$ cat src/hw/rtl/ehs_pkg.sv
package ehs_pkg;

	localparam int MAX_DEPTH    = 10;
	localparam int BUCKET_SLOTS = 8;
	localparam int DIR_ENTRIES  = 1 << MAX_DEPTH;
	localparam int DIR_W        = MAX_DEPTH;
	localparam int SLOT_W       = 3;
	localparam int FILL_W       = 4;
	localparam int DEPTH_W      = 4;
	localparam int KEY_W        = 64;
	localparam int KEYS_W       = 14;
	localparam int BKTS_W       = 11;
	localparam int CNT_W        = DIR_W + 1;
	localparam int SLOT_ADDR_W  = DIR_W + SLOT_W;

	typedef enum logic [2:0] {
		ST_MISS     = 3'd0,
		ST_HIT      = 3'd1,
		ST_INSERTED = 3'd2,
		ST_DUP      = 3'd3,
		ST_FULL     = 3'd4
	} status_t;

	typedef enum logic [4:0] {
		OP_NOP,
		OP_CLEAR,
		OP_ACCEPT,
		OP_DIR_HASH,
		OP_BKT_RD,
		OP_BKT_CAP,
		OP_SCAN_RD,
		OP_SCAN_CMP,
		OP_APPEND,
		OP_DBL_INIT,
		OP_DBL_RD,
		OP_DBL_WR,
		OP_ALLOC1,
		OP_ALLOC2,
		OP_REDIR,
		OP_RD_KEY,
		OP_RD_TDIR,
		OP_RD_TFILL,
		OP_APPEND_T,
		OP_RESULT
	} dp_op_t;

	typedef enum logic [4:0] {
		S_CLEAR,
		S_IDLE,
		S_DIR,
		S_BKT,
		S_CAP,
		S_SCAN_RD,
		S_SCAN_CMP,
		S_DECIDE,
		S_CHECK,
		S_SPLIT,
		S_DBL_RD,
		S_DBL_WR,
		S_SPLIT2,
		S_ALLOC2,
		S_REDIR,
		S_RD_KEY,
		S_RD_TDIR,
		S_RD_TFILL,
		S_APPEND_T,
		S_RESULT
	} state_t;

	typedef struct packed {
		dp_op_t  op;
		status_t code;
	} cmd_t;

	typedef struct packed {
		logic clr_last;
		logic scan_more;
		logic found;
		logic is_insert;
		logic fill_ge_cap;
		logic ld_ge_gd;
		logic gd_max;
		logic bkt_full;
		logic dbl_last;
		logic redir_last;
		logic redist_more;
		logic out_busy;
	} stat_t;

endpackage

$ cat src/hw/rtl/ehs_ctrl.sv
module ehs_ctrl (
	input  logic           clk,
	input  logic           arst_n,
	input  logic           in_valid,
	output logic           in_ready,
	input  ehs_pkg::stat_t stat,
	output ehs_pkg::cmd_t  cmd
);

	ehs_pkg::state_t  state_q, state_d;
	ehs_pkg::status_t code_q, code_d;
	logic             phase_q, phase_d;

	always_ff @(posedge clk or negedge arst_n) begin
		if (!arst_n) begin
			state_q <= ehs_pkg::S_CLEAR;
			code_q  <= ehs_pkg::ST_MISS;
			phase_q <= 1'b0;
		end else begin
			state_q <= state_d;
			code_q  <= code_d;
			phase_q <= phase_d;
		end
	end

	always_comb begin
		state_d  = state_q;
		code_d   = code_q;
		phase_d  = phase_q;
		cmd.op   = ehs_pkg::OP_NOP;
		cmd.code = code_q;
		in_ready = 1'b0;
		case (state_q)
			ehs_pkg::S_CLEAR: begin
				cmd.op = ehs_pkg::OP_CLEAR;
				if (stat.clr_last) state_d = ehs_pkg::S_IDLE;
			end
			ehs_pkg::S_IDLE: begin
				in_ready = 1'b1;
				if (in_valid) begin
					cmd.op  = ehs_pkg::OP_ACCEPT;
					phase_d = 1'b0;
					state_d = ehs_pkg::S_DIR;
				end
			end
			ehs_pkg::S_DIR: begin
				cmd.op  = ehs_pkg::OP_DIR_HASH;
				state_d = ehs_pkg::S_BKT;
			end
			ehs_pkg::S_BKT: begin
				cmd.op  = ehs_pkg::OP_BKT_RD;
				state_d = ehs_pkg::S_CAP;
			end
			ehs_pkg::S_CAP: begin
				cmd.op  = ehs_pkg::OP_BKT_CAP;
				state_d = phase_q ? ehs_pkg::S_CHECK : ehs_pkg::S_SCAN_RD;
			end
			ehs_pkg::S_SCAN_RD: begin
				if (stat.scan_more) begin
					cmd.op  = ehs_pkg::OP_SCAN_RD;
					state_d = ehs_pkg::S_SCAN_CMP;
				end else begin
					state_d = ehs_pkg::S_DECIDE;
				end
			end
			ehs_pkg::S_SCAN_CMP: begin
				cmd.op  = ehs_pkg::OP_SCAN_CMP;
				state_d = ehs_pkg::S_SCAN_RD;
			end
			ehs_pkg::S_DECIDE: begin
				if (!stat.is_insert) begin
					code_d  = stat.found ? ehs_pkg::ST_HIT : ehs_pkg::ST_MISS;
					state_d = ehs_pkg::S_RESULT;
				end else if (stat.found) begin
					code_d  = ehs_pkg::ST_DUP;
					state_d = ehs_pkg::S_RESULT;
				end else begin
					phase_d = 1'b1;
					state_d = ehs_pkg::S_CHECK;
				end
			end
			ehs_pkg::S_CHECK: begin
				if (stat.fill_ge_cap) begin
					state_d = ehs_pkg::S_SPLIT;
				end else begin
					cmd.op  = ehs_pkg::OP_APPEND;
					code_d  = ehs_pkg::ST_INSERTED;
					state_d = ehs_pkg::S_RESULT;
				end
			end
			ehs_pkg::S_SPLIT: begin
				if (!stat.ld_ge_gd) begin
					state_d = ehs_pkg::S_SPLIT2;
				end else if (stat.gd_max) begin
					code_d  = ehs_pkg::ST_FULL;
					state_d = ehs_pkg::S_RESULT;
				end else begin
					cmd.op  = ehs_pkg::OP_DBL_INIT;
					state_d = ehs_pkg::S_DBL_RD;
				end
			end
			ehs_pkg::S_DBL_RD: begin
				cmd.op  = ehs_pkg::OP_DBL_RD;
				state_d = ehs_pkg::S_DBL_WR;
			end
			ehs_pkg::S_DBL_WR: begin
				cmd.op  = ehs_pkg::OP_DBL_WR;
				state_d = stat.dbl_last ? ehs_pkg::S_SPLIT2 : ehs_pkg::S_DBL_RD;
			end
			ehs_pkg::S_SPLIT2: begin
				if (stat.bkt_full) begin
					code_d  = ehs_pkg::ST_FULL;
					state_d = ehs_pkg::S_RESULT;
				end else begin
					cmd.op  = ehs_pkg::OP_ALLOC1;
					state_d = ehs_pkg::S_ALLOC2;
				end
			end
			ehs_pkg::S_ALLOC2: begin
				cmd.op  = ehs_pkg::OP_ALLOC2;
				state_d = ehs_pkg::S_REDIR;
			end
			ehs_pkg::S_REDIR: begin
				cmd.op = ehs_pkg::OP_REDIR;
				if (stat.redir_last) state_d = ehs_pkg::S_RD_KEY;
			end
			ehs_pkg::S_RD_KEY: begin
				if (stat.redist_more) begin
					cmd.op  = ehs_pkg::OP_RD_KEY;
					state_d = ehs_pkg::S_RD_TDIR;
				end else begin
					state_d = ehs_pkg::S_DIR;
				end
			end
			ehs_pkg::S_RD_TDIR: begin
				cmd.op  = ehs_pkg::OP_RD_TDIR;
				state_d = ehs_pkg::S_RD_TFILL;
			end
			ehs_pkg::S_RD_TFILL: begin
				cmd.op  = ehs_pkg::OP_RD_TFILL;
				state_d = ehs_pkg::S_APPEND_T;
			end
			ehs_pkg::S_APPEND_T: begin
				cmd.op  = ehs_pkg::OP_APPEND_T;
				state_d = ehs_pkg::S_RD_KEY;
			end
			ehs_pkg::S_RESULT: begin
				if (!stat.out_busy) begin
					cmd.op  = ehs_pkg::OP_RESULT;
					state_d = ehs_pkg::S_IDLE;
				end
			end
			default: state_d = ehs_pkg::S_CLEAR;
		endcase
	end

endmodule

$ cat config.mk
export PLATFORM = sky130hd
export DESIGN_NAME = ehs_ctrl
export DESIGN_NICKNAME = d
export VERILOG_FILES = /design/src/hw/rtl/ehs_pkg.sv /design/src/hw/rtl/ehs_ctrl.sv
export SDC_FILE = /design/constraint.sdc
export NUM_CORES = 1
export LEC_CHECK = 0
export ABC_AREA = 0
export BUFFER_PORTS_ARGS = -buffer_cell sky130_fd_sc_hd__buf_4
export CORE_MARGIN = 5
export CORE_UTILIZATION = 55
export CTS_CLUSTER_DIAMETER = 100
export DETAILED_ROUTE_END_ITERATION = 7
export PLACE_DENSITY_LB_ADDON = 0.15
export SLEW_MARGIN = 20
export SYNTH_ARGS = -nofsm -noshare
export SYNTH_HDL_FRONTEND = slang
export SYNTH_SLANG_ARGS = --single-unit
$ cat constraint.sdc
create_clock -name clk -period 2.96 [get_ports clk]
set_input_delay 0.296 -clock clk [delete_from_list [all_inputs] [get_ports clk]]
set_output_delay 0.296 -clock clk [all_outputs]
set_load 0.02 [all_outputs]
==> metrics.md <==
| Metric | Value |
|---|---|
| Outcome | complete, no violations |
| Initial DRT Pass Iterations | 4 |
| Die width | between 50 and 60 µm |
| CTS H-Tree Depth | 1 |
| Multiplexer share of the synthesized area | under 10% |
| Final setup vio count | 0 |
| Setup crit end kind | primary output |
| Synth area leader | dfrtp_1 |
| Share of cells above drive strength 1 | a little over a fifth |
| CP max FO | 32 |
| Register area share after synthesis | a little over a fifth |
| Worst Tran Pin Value | 0.946 ns |
| Max Cap Viol | 0 |
| Number of global-route vias before repair | 1074 |
| Drt via density | 6.44 |
| Switching Fraction | approximately 52% |
| Slew headroom | approximately 37% |
| # diodes | 0 |
| WL final | around 2800 µm |
| Synth warn | 0 |
| Clk_lat worst skew | 0.26 ns |
| Asr flop ratio synth | 100% |
| Worst Path Class, Setup | flop to primary output |
| Post-synth cell types | 41 |
| Clock sinks | 9 |
| Clk pwr share | roughly 7.0% |
| CTS root buf | clkbuf_4 |
| Port-buffer cells | 23 |
| Post-synthesis area per instance | ~7 µm² |
| WP data required | around 2.7 ns |
| Area grow syn2layout | 18.1% |
| Switching power total | around 0.7 mW |
| Sequential Area | 225 µm² |
| Setup TNS | 0 ns |
| Most instantiated cells after synthesis | nand2_1 (16), nor2_1 (13), dfrtp_1 (9) |
| CTS tree | built |
| Die ar. | roughly 2900 µm² |
| Synth Area in XOR/XNOR | 0.843% |
| Int Pwr | approximately 0.63 mW |
| Synth Area in Compound Gates | about a third |
| CTS max path bufs | 2 |
| Syn_nets | 161 |
| Final Cycle Share | around 90% |
| Fmax achieved | 0.386 GHz |
| Main synth FF type | dfrtp_1 |
| CTS resizes | 0 |
| Count leader, synth | nand2_1 |
| Vias | 1210 |
| Synth Register Bits | 9 |
| Skew final | approximately 0.0006 ns |
| Largest net degree at the start of global routing | 33 |
| Total track usage | ~23% |
| Number of synthesized flops with an enable pin | 0 |
| First-pass GRT wire length | roughly 4800 µm |
| Post-Synth Simple-Gate Area | about 29% |
| Initial antenna violation count | 0 |
| Synth Area in Adders | 0% |
| Largest family of logic cells by synthesized area | compound AO/OA/AOI/OAI gates |
| Post-synth top area share | around 22% |
| Comb power frac | around 65% |
| Post-layout min period | ~2.6 ns |
| Remaining global-route overflow | 0 |
| Die height | roughly 53 µm |
| Final Hold Vio Count | 0 |
| Pleak | 0.523 nW |
| Core ar. | ~1800 µm² |
| Share of power burned in registers | approximately 28% |
| Max IR drop VDD | 799 µV |
| Crit path arrival time | roughly 2.3 ns |
| Num rows | 15 |
| GP Congestion | 0.958 |
| Power, Total | roughly 1.3 mW |
| Wire per inst | around 15 µm |
| Starting Density | 58.9% |
| DRT iter0 DRCs | 43 |
| Hpwl dp | around 2100 µm |
| Top cells by area, synth | dfrtp_1 (22%), nand2_1 (5.8%), a31oi_1 (4.8%), nor2b_1 (4.8%), nor2_1 (4.7%) |
| Pwr Density | around 1100 nW/µm² |
| RSZ-0062 raised after global routing | false |
| DRC | 0 |
| Mapped Area | a little over 1000 µm² |
| Type of origin of the critical path | flop |
| CTS Buf Count | 3 |
| Pins Over Slew Limit | 0 |
| Post-synthesis cell count | 146 |
| DRT antenna net count | 0 |
| Worst hold path type | input pin to flop |
| # IOs | 24 |
| Multi-input logic area | just over 700 µm² |
| Fin nets | 179 |
| Fillers | about 170 |
| CTS clk-pin slew, worst paths | ~0.06 ns |
[flip-flops by register name, summed over array words and instances, names as in the netlist]
register  cells
code_q        3
state_q       5
phase_q       1
[power by group through the flow]
stage | clock (mW) | combinational [mW] | sequential (mW)
3_5_place_dp | 0 | 0.859 | 0.367
2_1_floorplan | 0 | 0.749 | 0.242
4_1_cts | 0.0967 | 0.864 | 0.363
5_1_grt | 0.107 | 0.955 | 0.390
6_report | 0.0928 | 0.868 | 0.369
3_3_place_gp | 0 | 0.852 | 0.361
[final timing paths]
path / depth (start not counted) / from / slack, ns / end
worst max-delay path: 6 / state_q[0]$_DFFE_PN0P_ / 0.37 / cmd[4]
worst min-delay path: 2 / stat[6] / 0.29 / state_q[2]$_DFFE_PN0P_
worst max register to register: 5 / state_q[0]$_DFFE_PN0P_ / 0.70 / code_q[1]$_DFFE_PN0P_
worst min register to register: 1 / code_q[2]$_DFFE_PN0P_ / 0.49 / code_q[2]$_DFFE_PN0P_
max in group asynchronous: 2 / arst_n / 2.43 / state_q[0]$_DFFE_PN0P_
min in group asynchronous: 2 / arst_n / 0.40 / code_q[1]$_DFFE_PN0P_
[area by class of cell]
| type | instances | area share, % |
|---|---|---|
| tap | 25 | 2.55 |
| multi-input combinational | 117 | 58.8 |
| clock buffer | 4 | 2.14 |
| sequential | 9 | 18.4 |
| timing repair buffer | 25 | 15.5 |
| inverter | 8 | 2.65 |
[timing repair]
| item | in CTS | in global routing |
|---|---|---|
| buffers inserted | 0 | 0 |
| hold buffers | 1 | 0 |
| hold endpoints to repair | 9 | 0 |
[cell usage in the layout (no fill, tap or decap), types with 3 or more instances in the layout]
master,count
buf_4,24
nor2_1,13
clkbuf_4,3
nor3_1,6
inv_1,7
nand2_1,16
o21ai_0,8
nand2b_1,5
nor2b_1,8
o22ai_1,6
a21oi_1,8
dfrtp_1,9
a31oi_1,8
nand3_1,5
[cells by family after synthesis]
family,count (synthesis)
compound gates,51
xor+xnor,1
buf+inv,20
flops,9
mux,5
simple gates,60
[routing by layer]
layer  routed length, µm  global-route usage [%]  vias up
li1                    -                       -      570
met1                1210                    29.7      574
met2                1400                    35.7       66
met3                 234                    6.76        0
met4                   0                    6.38        0
met5                   0                       0        -
[critical path, cell delays in order (launching register included)]
cell     delay, ns
dfrtp_1       0.96
nor2b_1       0.42
nand3_1       0.16
a21oi_1       0.15
nor3_1        0.07
o21ai_0       0.09
buf_4         0.17
[metrics by stage]
step	cells	instance area (µm²)	hold slack (ns)	utilization [%]	worst slack, ns
2_1_floorplan	146	1040	0.000409	-	1.06
3_3_place_gp	183	1190	0.120	67.4	0.794
3_5_place_dp	183	1190	0.122	67.4	0.699
4_1_cts	188	1230	0.291	69.5	0.408
5_1_grt	188	1230	0.277	69.5	0.175
6_report	188	1230	0.292	69.5	0.371
(Power assumes the default switching activity.)
